File: config.mk
export PLATFORM = sky130hd
export DESIGN_NAME = seeded_prime_mix_string_hash
export DESIGN_NICKNAME = d
export VERILOG_FILES = /design/src/spmsh_pkg.sv /design/src/spmsh_front.sv /design/src/spmsh_fifo.sv /design/src/spmsh_back.sv /design/src/seeded_prime_mix_string_hash.sv
export SDC_FILE = /design/constraint.sdc
export NUM_CORES = 2
export LEC_CHECK = 0
export BUFFER_PORTS_ARGS = -buffer_cell sky130_fd_sc_hd__buf_2
export CAP_MARGIN = 20
export CORE_MARGIN = 2
export CORE_UTILIZATION = 60
export CTS_BUF_LIST = sky130_fd_sc_hd__clkbuf_2
export DETAILED_ROUTE_END_ITERATION = 10
export PLACE_DENSITY_LB_ADDON = 0.08
export SYNTH_ARGS = -nofsm -noshare
export SYNTH_HDL_FRONTEND = slang
export SYNTH_SLANG_ARGS = --single-unit
File: constraint.sdc
create_clock -name clk -period 12.05 [get_ports clk]
set_clock_uncertainty 0.15 [all_clocks]
set_input_delay 0.6025 -clock clk [delete_from_list [all_inputs] [get_ports clk]]
set_output_delay 0.6025 -clock clk [all_outputs]
set_load 0.05 [all_outputs]
File: src/spmsh_pkg.sv
// Shared types and constant tables for the seeded prime-mix string hash.
// Used by the front end, the chunk queue, the mix unit and the top level.
`timescale 1ns / 1ps

package spmsh_pkg;

	// Entries of the chunk queue between the packer and the mix unit
	localparam int unsigned FIFO_DEPTH = 4;

	// Register selects, decoded from paddr[3] (8-byte register slots)
	localparam logic REG_WIDE_MODE = 1'b0;
	localparam logic REG_HASH_SEED = 1'b1;

	// Every wide prime is 2^32 + offset, every narrow prime is 2^16 + offset,
	// so x * P reduces to a shift plus a multiply by a 9-bit offset.
	localparam logic [8:0] WIDE_OFS [16] = '{
		9'd15,  9'd61,  9'd75,  9'd81,  9'd91,  9'd93,  9'd163, 9'd181,
		9'd201, 9'd217, 9'd243, 9'd247, 9'd253, 9'd265, 9'd267, 9'd273
	};

	localparam logic [8:0] NARROW_OFS [16] = '{
		9'd1,   9'd3,   9'd7,   9'd15,  9'd21,  9'd27,  9'd43,  9'd45,
		9'd51,  9'd63,  9'd73,  9'd81,  9'd93,  9'd97,  9'd111, 9'd115
	};

	// One unit of work for the mix unit: a finished chunk or an empty message
	typedef struct packed {
		logic [31:0] chunk;
		logic [3:0]  idx;
		logic        wide;
		logic        first;
		logic        last;
		logic        empty;
	} chunk_op_t;

endpackage

File: src/spmsh_front.sv
// Front end: accepts message bytes, packs them little-endian into chunks and
// issues chunk operations to the queue. Depends on spmsh_pkg.
`timescale 1ns / 1ps

module spmsh_front import spmsh_pkg::*; (
	input  logic        clk,
	input  logic        arst_n,
	input  logic        in_valid,
	output logic        in_ready,
	input  logic [7:0]  byte_value,
	input  logic        last_byte,
	input  logic        empty_message,
	input  logic        wide_mode,
	input  logic        q_full,
	output logic        q_push,
	output chunk_op_t   q_op
);

	logic        in_msg_q;
	logic        first_pend_q;
	logic [31:0] buf_q;
	logic [1:0]  fill_q;
	logic [3:0]  idx_q;

	logic        accept;
	logic        first_eff;
	logic        size_hit;
	logic        mix;
	logic [31:0] buf_new;
	logic [1:0]  fill_new;

	assign in_ready = !q_full;
	assign accept   = in_valid && in_ready;

	always_comb begin
		first_eff = !in_msg_q || first_pend_q;
		buf_new   = buf_q | ({24'd0, byte_value} << {fill_q, 3'b000});
		fill_new  = fill_q + 2'd1;
		if (wide_mode) begin
			size_hit = (fill_new == 2'd0);
		end else begin
			size_hit = (fill_new == 2'd0) || fill_new[1];
		end
		mix = size_hit || last_byte;
	end

	always_comb begin
		q_push      = accept && (empty_message || mix);
		q_op.chunk  = buf_new;
		q_op.idx    = idx_q;
		q_op.wide   = wide_mode;
		q_op.first  = first_eff;
		q_op.last   = last_byte;
		q_op.empty  = empty_message;
	end

	always_ff @(posedge clk or negedge arst_n) begin
		if (!arst_n) begin
			in_msg_q     <= 1'b0;
			first_pend_q <= 1'b0;
			buf_q        <= '0;
			fill_q       <= '0;
			idx_q        <= '0;
		end else if (accept) begin
			if (empty_message || last_byte) begin
				// message done or dropped: back to idle
				in_msg_q     <= 1'b0;
				first_pend_q <= 1'b0;
				buf_q        <= '0;
				fill_q       <= '0;
				idx_q        <= '0;
			end else if (mix) begin
				in_msg_q     <= 1'b1;
				first_pend_q <= 1'b0;
				buf_q        <= '0;
				fill_q       <= '0;
				idx_q        <= idx_q + 4'd1;
			end else begin
				// hold the partial chunk; seed load still owed to the first mix
				in_msg_q     <= 1'b1;
				first_pend_q <= first_eff;
				buf_q        <= buf_new;
				fill_q       <= fill_new;
			end
		end
	end

endmodule

File: src/spmsh_fifo.sv
// Short queue of chunk operations between the front end and the mix unit.
// Depends on spmsh_pkg for the entry type; DEPTH must be a power of two.
`timescale 1ns / 1ps

module spmsh_fifo import spmsh_pkg::*; #(
	parameter int unsigned DEPTH = FIFO_DEPTH
) (
	input  logic      clk,
	input  logic      arst_n,
	input  logic      push,
	input  chunk_op_t push_op,
	output logic      full,
	input  logic      pop,
	output logic      head_valid,
	output chunk_op_t head_op
);

	localparam int unsigned AW = (DEPTH > 1) ? $clog2(DEPTH) : 1;

	chunk_op_t       entry_q [DEPTH];
	logic [AW-1:0]   wr_ptr_q;
	logic [AW-1:0]   rd_ptr_q;
	logic [AW:0]     count_q;

	logic do_push;
	logic do_pop;

	assign full       = (count_q == (AW+1)'(DEPTH));
	assign head_valid = (count_q != '0);
	assign head_op    = entry_q[rd_ptr_q];
	assign do_push    = push && !full;
	assign do_pop     = pop && head_valid;

	always_ff @(posedge clk) begin
		if (do_push) begin
			entry_q[wr_ptr_q] <= push_op;
		end
	end

	always_ff @(posedge clk or negedge arst_n) begin
		if (!arst_n) begin
			wr_ptr_q <= '0;
			rd_ptr_q <= '0;
			count_q  <= '0;
		end else begin
			if (do_push) begin
				wr_ptr_q <= wr_ptr_q + AW'(1);
			end
			if (do_pop) begin
				rd_ptr_q <= rd_ptr_q + AW'(1);
			end
			case ({do_push, do_pop})
				2'b10:   count_q <= count_q + (AW+1)'(1);
				2'b01:   count_q <= count_q - (AW+1)'(1);
				default: count_q <= count_q;
			endcase
		end
	end

endmodule

File: src/spmsh_back.sv
// Mix unit: applies acc*P[i] ^ chunk*P[i+8] for one chunk per cycle, holding a
// message's last op while the output hash register is unread. Depends on spmsh_pkg.
`timescale 1ns / 1ps

module spmsh_back import spmsh_pkg::*; (
	input  logic        clk,
	input  logic        arst_n,
	input  logic        op_valid,
	input  chunk_op_t   op,
	output logic        op_pop,
	input  logic [63:0] hash_seed,
	output logic        out_valid,
	input  logic        out_ready,
	output logic [63:0] out_hash
);

	logic [63:0] acc_q;
	logic        out_valid_q;
	logic [63:0] hash_q;

	logic [63:0] seed_sel;
	logic [63:0] base;
	logic [63:0] a;
	logic [63:0] c;
	logic [8:0]  ki;
	logic [8:0]  kj;
	logic [3:0]  jdx;
	logic [63:0] term_a;
	logic [63:0] term_c;
	logic [63:0] mixed_raw;
	logic [63:0] mixed;
	logic [63:0] result;
	logic        produce;

	always_comb begin
		seed_sel = op.wide ? hash_seed : {32'd0, hash_seed[31:0]};
		base     = op.first ? seed_sel : acc_q;
		jdx      = op.idx + 4'd8;
		if (op.wide) begin
			a      = base;
			c      = {32'd0, op.chunk};
			ki     = WIDE_OFS[op.idx];
			kj     = WIDE_OFS[jdx];
			term_a = (a << 32) + (a * {55'd0, ki});
			term_c = (c << 32) + (c * {55'd0, kj});
		end else begin
			a      = {32'd0, base[31:0]};
			c      = {48'd0, op.chunk[15:0]};
			ki     = NARROW_OFS[op.idx];
			kj     = NARROW_OFS[jdx];
			term_a = (a << 16) + (a * {55'd0, ki});
			term_c = (c << 16) + (c * {55'd0, kj});
		end
		mixed_raw = term_a ^ term_c;
		mixed     = op.wide ? mixed_raw : {32'd0, mixed_raw[31:0]};
		result    = op.empty ? seed_sel : mixed;
		produce   = op.empty || op.last;
	end

	// advance when the op yields no hash or the output slot frees up
	assign op_pop    = op_valid && (!produce || !out_valid_q || out_ready);
	assign out_valid = out_valid_q;
	assign out_hash  = hash_q;

	always_ff @(posedge clk) begin
		if (op_pop) begin
			acc_q <= result;
		end
		if (op_pop && produce) begin
			hash_q <= result;
		end
	end

	always_ff @(posedge clk or negedge arst_n) begin
		if (!arst_n) begin
			out_valid_q <= 1'b0;
		end else if (op_pop && produce) begin
			out_valid_q <= 1'b1;
		end else if (out_ready) begin
			out_valid_q <= 1'b0;
		end
	end

endmodule

File: src/seeded_prime_mix_string_hash.sv
// Seeded prime-mix string hash: takes one message byte per cycle while the
// queue has room and returns one hash per message. The packer, the chunk
// queue and the mix unit run independently; the mix unit retires one chunk
// per cycle unless a finished hash waits at the output, so the block sustains
// one byte every cycle while the output keeps up. Registers are set over the
// APB port and must only change while no message is in flight. Depends on
// spmsh_pkg, spmsh_front, spmsh_fifo and spmsh_back.
`timescale 1ns / 1ps

module seeded_prime_mix_string_hash import spmsh_pkg::*; #(
	parameter int unsigned QUEUE_DEPTH = FIFO_DEPTH
) (
	input  logic        clk,
	input  logic        arst_n,
	// message byte stream
	input  logic        s_tvalid,
	output logic        s_tready,
	input  logic [7:0]  s_tdata,   // [7:0] byte_value
	input  logic        s_tlast,   // last_byte
	input  logic        s_tuser,   // [0] empty_message
	// hash stream
	output logic        m_tvalid,
	input  logic        m_tready,
	output logic [63:0] m_tdata,   // [63:0] hash_value
	// register port
	input  logic        psel,
	input  logic        penable,
	input  logic        pwrite,
	input  logic [3:0]  paddr,
	input  logic [63:0] pwdata,
	output logic [63:0] prdata,
	output logic        pready
);

	logic        wide_q;
	logic [63:0] seed_q;
	logic        reg_sel;
	logic        reg_wr;

	logic        q_full;
	logic        q_push;
	chunk_op_t   q_in;
	logic        q_pop;
	logic        q_valid;
	chunk_op_t   q_head;

	// registers sit in 8-byte slots; low address bits are the byte offset
	assign reg_sel = paddr[3];
	assign reg_wr  = psel && penable && pwrite && pready;
	assign pready  = 1'b1;

	always_comb begin
		case (reg_sel)
			REG_WIDE_MODE: prdata = {63'd0, wide_q};
			REG_HASH_SEED: prdata = seed_q;
			default:       prdata = '0;
		endcase
	end

	always_ff @(posedge clk or negedge arst_n) begin
		if (!arst_n) begin
			wide_q <= 1'b1;
			seed_q <= '0;
		end else if (reg_wr) begin
			case (reg_sel)
				REG_WIDE_MODE: wide_q <= pwdata[0];
				REG_HASH_SEED: seed_q <= pwdata;
				default:       wide_q <= wide_q;
			endcase
		end
	end

	spmsh_front u_front (
		.clk           (clk),
		.arst_n        (arst_n),
		.in_valid      (s_tvalid),
		.in_ready      (s_tready),
		.byte_value    (s_tdata),
		.last_byte     (s_tlast),
		.empty_message (s_tuser),
		.wide_mode     (wide_q),
		.q_full        (q_full),
		.q_push        (q_push),
		.q_op          (q_in)
	);

	spmsh_fifo #(
		.DEPTH (QUEUE_DEPTH)
	) u_fifo (
		.clk        (clk),
		.arst_n     (arst_n),
		.push       (q_push),
		.push_op    (q_in),
		.full       (q_full),
		.pop        (q_pop),
		.head_valid (q_valid),
		.head_op    (q_head)
	);

	spmsh_back u_back (
		.clk       (clk),
		.arst_n    (arst_n),
		.op_valid  (q_valid),
		.op        (q_head),
		.op_pop    (q_pop),
		.hash_seed (seed_q),
		.out_valid (m_tvalid),
		.out_ready (m_tready),
		.out_hash  (m_tdata)
	);

endmodule
==> qor.yml <==
rsz0062_at_grt: "false"
outcome: "finished clean"
hold_path.class: "in2reg"
floorplan.initialDensity_pct: 60.5
multi_input_area_um2: 39400
place.gp.congestion: 1.02
avgSynthCellArea_um2: 10.3
fmax_mhz: 97.0
finalSetupViolations: 0
syn-num-nets: 6560
yosys_warnings: 0
cap_viol_max_count: 0
fp-row-count: 109
gr-total-overflow: 0
fin_util_pct: 66.6
wl_met3_um: 22200
core_um2: 88400
netlist_top_cells_count: "nor2_1 (1012), fa_1 (909), inv_1 (417)"
ys_seq_area_share_pct: 21.5
min_period_over_period_pct: 85.6
grt_pass1_wl_um: 259000
path_clk_slew_ns: 0.11
ioPinCount: 216
clock_sinks: 401
synth_ff_type: "edfxtp_1"
synthSimpleGateAreaFrac_pct: 12.9
muxShareOfSynthArea_pct: 4.24
antenna_found_initial: 6
io_buffers: 211
synth_most_common_cell: "nor2_1"
fillers: 7028
cp.required_ns: 12.91
dieWidth_um: 302
synthDominantCellAreaShare_pct: 34.1
synthAdderAreaFrac_pct: 42.6
post-cts-setup-buffer-count: 0
hold_depth: 3
synth-async-reset-ratio_pct: 28.2
track_usage_pct: 38.6
crit_arrival_ns: 11.17
period_minus_slack_ns: 10.31
dp_hpwl_um: 133000
dr.pass1.iters: 8
cp_max_fo: 51
cts_tree: "done"
clk_latency_ns: 1.30
regArea_um2: 11500
synth_area_um2: 53400
critPathCaptureType: "register"
syn_to_final_growth_pct: 10.1
drv_slew: 0
die_h_um: 302
viasPerCell: 6.09
holdWs_ns: 0.236
r2r_cells: 21
yosysUniqueCellTypes: 90
path_class: "reg2reg"
start_kind: "register"
drive_gt1_share_pct: 12.3
wl_um: 172000
drc: 0
grt_pass1_vias: 42400
vias: 41400
wire_per_inst_um: 25.3
worstMarginPinSlew_ns: 1.23
wl_met1_um: 67700
ys_top_cells_by_area: "fa_1 (34%), edfxtp_1 (16%), ha_1 (8.5%)"
synth-edff-count: 288
route.met2.wl_um: 73900
detail-route-antenna-nets: 0
clk_path_buf_depth: 3
yosysTopAreaCell: "fa_1"
synth_compound_area_share_pct: 9.56
h-tree-depth: 3
grt_max_degree: 61
synthXorXnorAreaFrac_pct: 4.16
place_area_um2: 56000
synth_seq_cells: 401
cts_made_buffers: 103
fin_tns_setup_ns: 0
synth_top_family_by_area: "adder cells"
timing.final.hold_violations: 0
slew-limit-headroom_pct: 17.9
dr.max_layer_used: "met5"
fin_area_um2: 58800
synthCells: 5201
dieArea_um2: 91500
nNetsFinal: 6909
dr.first_iter.drc_count: 4062
cts-root-buf: "clkbuf_2"
what timing repair did:
action                                 in CTS  in global routing
setup endpoints to repair                   0                  0
endpoints found under the hold margin     381                  0
resized for setup                           0                  0
hold buffers                              172                  0
through the flow:
step / std cells / setup WS [ns]
after floorplan: 5201 / 3.60
after global placement: 6437 / 2.08
after detailed placement: 6437 / 1.98
after CTS: 6803 / 1.90
after global routing: 6807 / 1.28
final: 6810 / 1.74
per-layer routing:
layer	vias to the layer above	GRT usage, %
met2	2267	56.0
met5	-	0
met3	387	14.5
met4	6	15.9
met1	20900	52.5
li1	17900	-
cells in the final DEF, fill, tap and decap left out, types with 40 or more instances in the layout:
master / synthesis / routed
mux2_2: 92 / 92
mux2i_1: 88 / 80
xnor2_1: 194 / 194
clkbuf_2: 0 / 155
edfxtp_1: 288 / 288
a21oi_1: 201 / 199
buf_4: 8 / 122
a21boi_0: 40 / 40
and2_1: 78 / 74
buf_2: 14 / 210
inv_1: 417 / 417
fa_1: 909 / 909
o21ai_0: 120 / 114
nand2b_1: 60 / 60
dfrtp_1: 112 / 110
ha_1: 365 / 365
dlygate4sd3_1: 0 / 171
nand3_1: 40 / 40
a21o_1: 147 / 147
xor2_1: 40 / 40
nand2_1: 283 / 283
nor2_1: 1012 / 1010
layout make-up:
class / count / share of cell area, %
Inverter: 427 / 2.72
Multi-Input combinational cell: 4110 / 67.0
Clock inverter: 39 / 0.547
Timing Repair Buffer: 507 / 6.37
Antenna cell: 6 / 0.0255
Clock buffer: 155 / 1.32
Tap cell: 1165 / 2.48
Sequential cell: 401 / 19.5
worst max-delay path, cell delays in order (launching register included):
cell	delay, ns
dfrtp_2	0.67
buf_4	0.61
mux4_2	0.86
o21ai_1	0.52
mux2_2	0.98
nor2_1	0.15
fa_1	0.50
fa_1	0.61
fa_1	0.47
fa_1	0.47
ha_1	0.29
ha_1	0.40
nand2_1	0.14
or3_1	0.45
a2111o_1	0.47
a21oi_1	0.33
o21ai_0	0.20
nor2b_1	0.20
o21ai_0	0.45
xnor2_1	0.21
xnor2_1	0.19
a211oi_1	0.64
cell families after synthesis:
group / count (synthesis)
AO/OA/AOI/OAI: 771
multiplexers: 197
buffers and inverters: 690
other: 1
XOR/XNOR: 242
AND/OR/NAND/NOR: 1624
adder cells (fa/ha/maj): 1275
flip-flops: 401
state kept, by name, summed over array words and instances (netlist names):
register              count
u_front.buf_q            32
u_front.fill_q            2
u_fifo.wr_ptr_q           2
u_fifo.entry_q          160
u_fifo.rd_ptr_q           2
u_fifo.count_q            3
u_back.acc_q             64
u_front.in_msg_q          1
wide_q                    1
u_front.first_pend_q      1
u_back.out_hash          64
u_back.out_valid          1
u_front.idx_q             4
seed_q                   64
final timing paths:
path	startpoint	endpoint	slack, ns
hold / removal	s_tdata[4]	u_fifo.entry_q[1][20]	0.24
max in group asynchronous	arst_n	u_front.buf_q[21]	10.57
hold reg to reg	u_front.in_msg_q	u_front.in_msg_q	0.35
min in group asynchronous	arst_n	seed_q[16]	0.32
setup reg to reg	u_fifo.rd_ptr_q[0]	u_back.acc_q[34]	1.74
setup / recovery	u_fifo.rd_ptr_q[0]	u_back.acc_q[34]	1.74
Power is not shown: default switching activity piles up to over one toggle a cycle in this logic, so the estimate is an artifact.
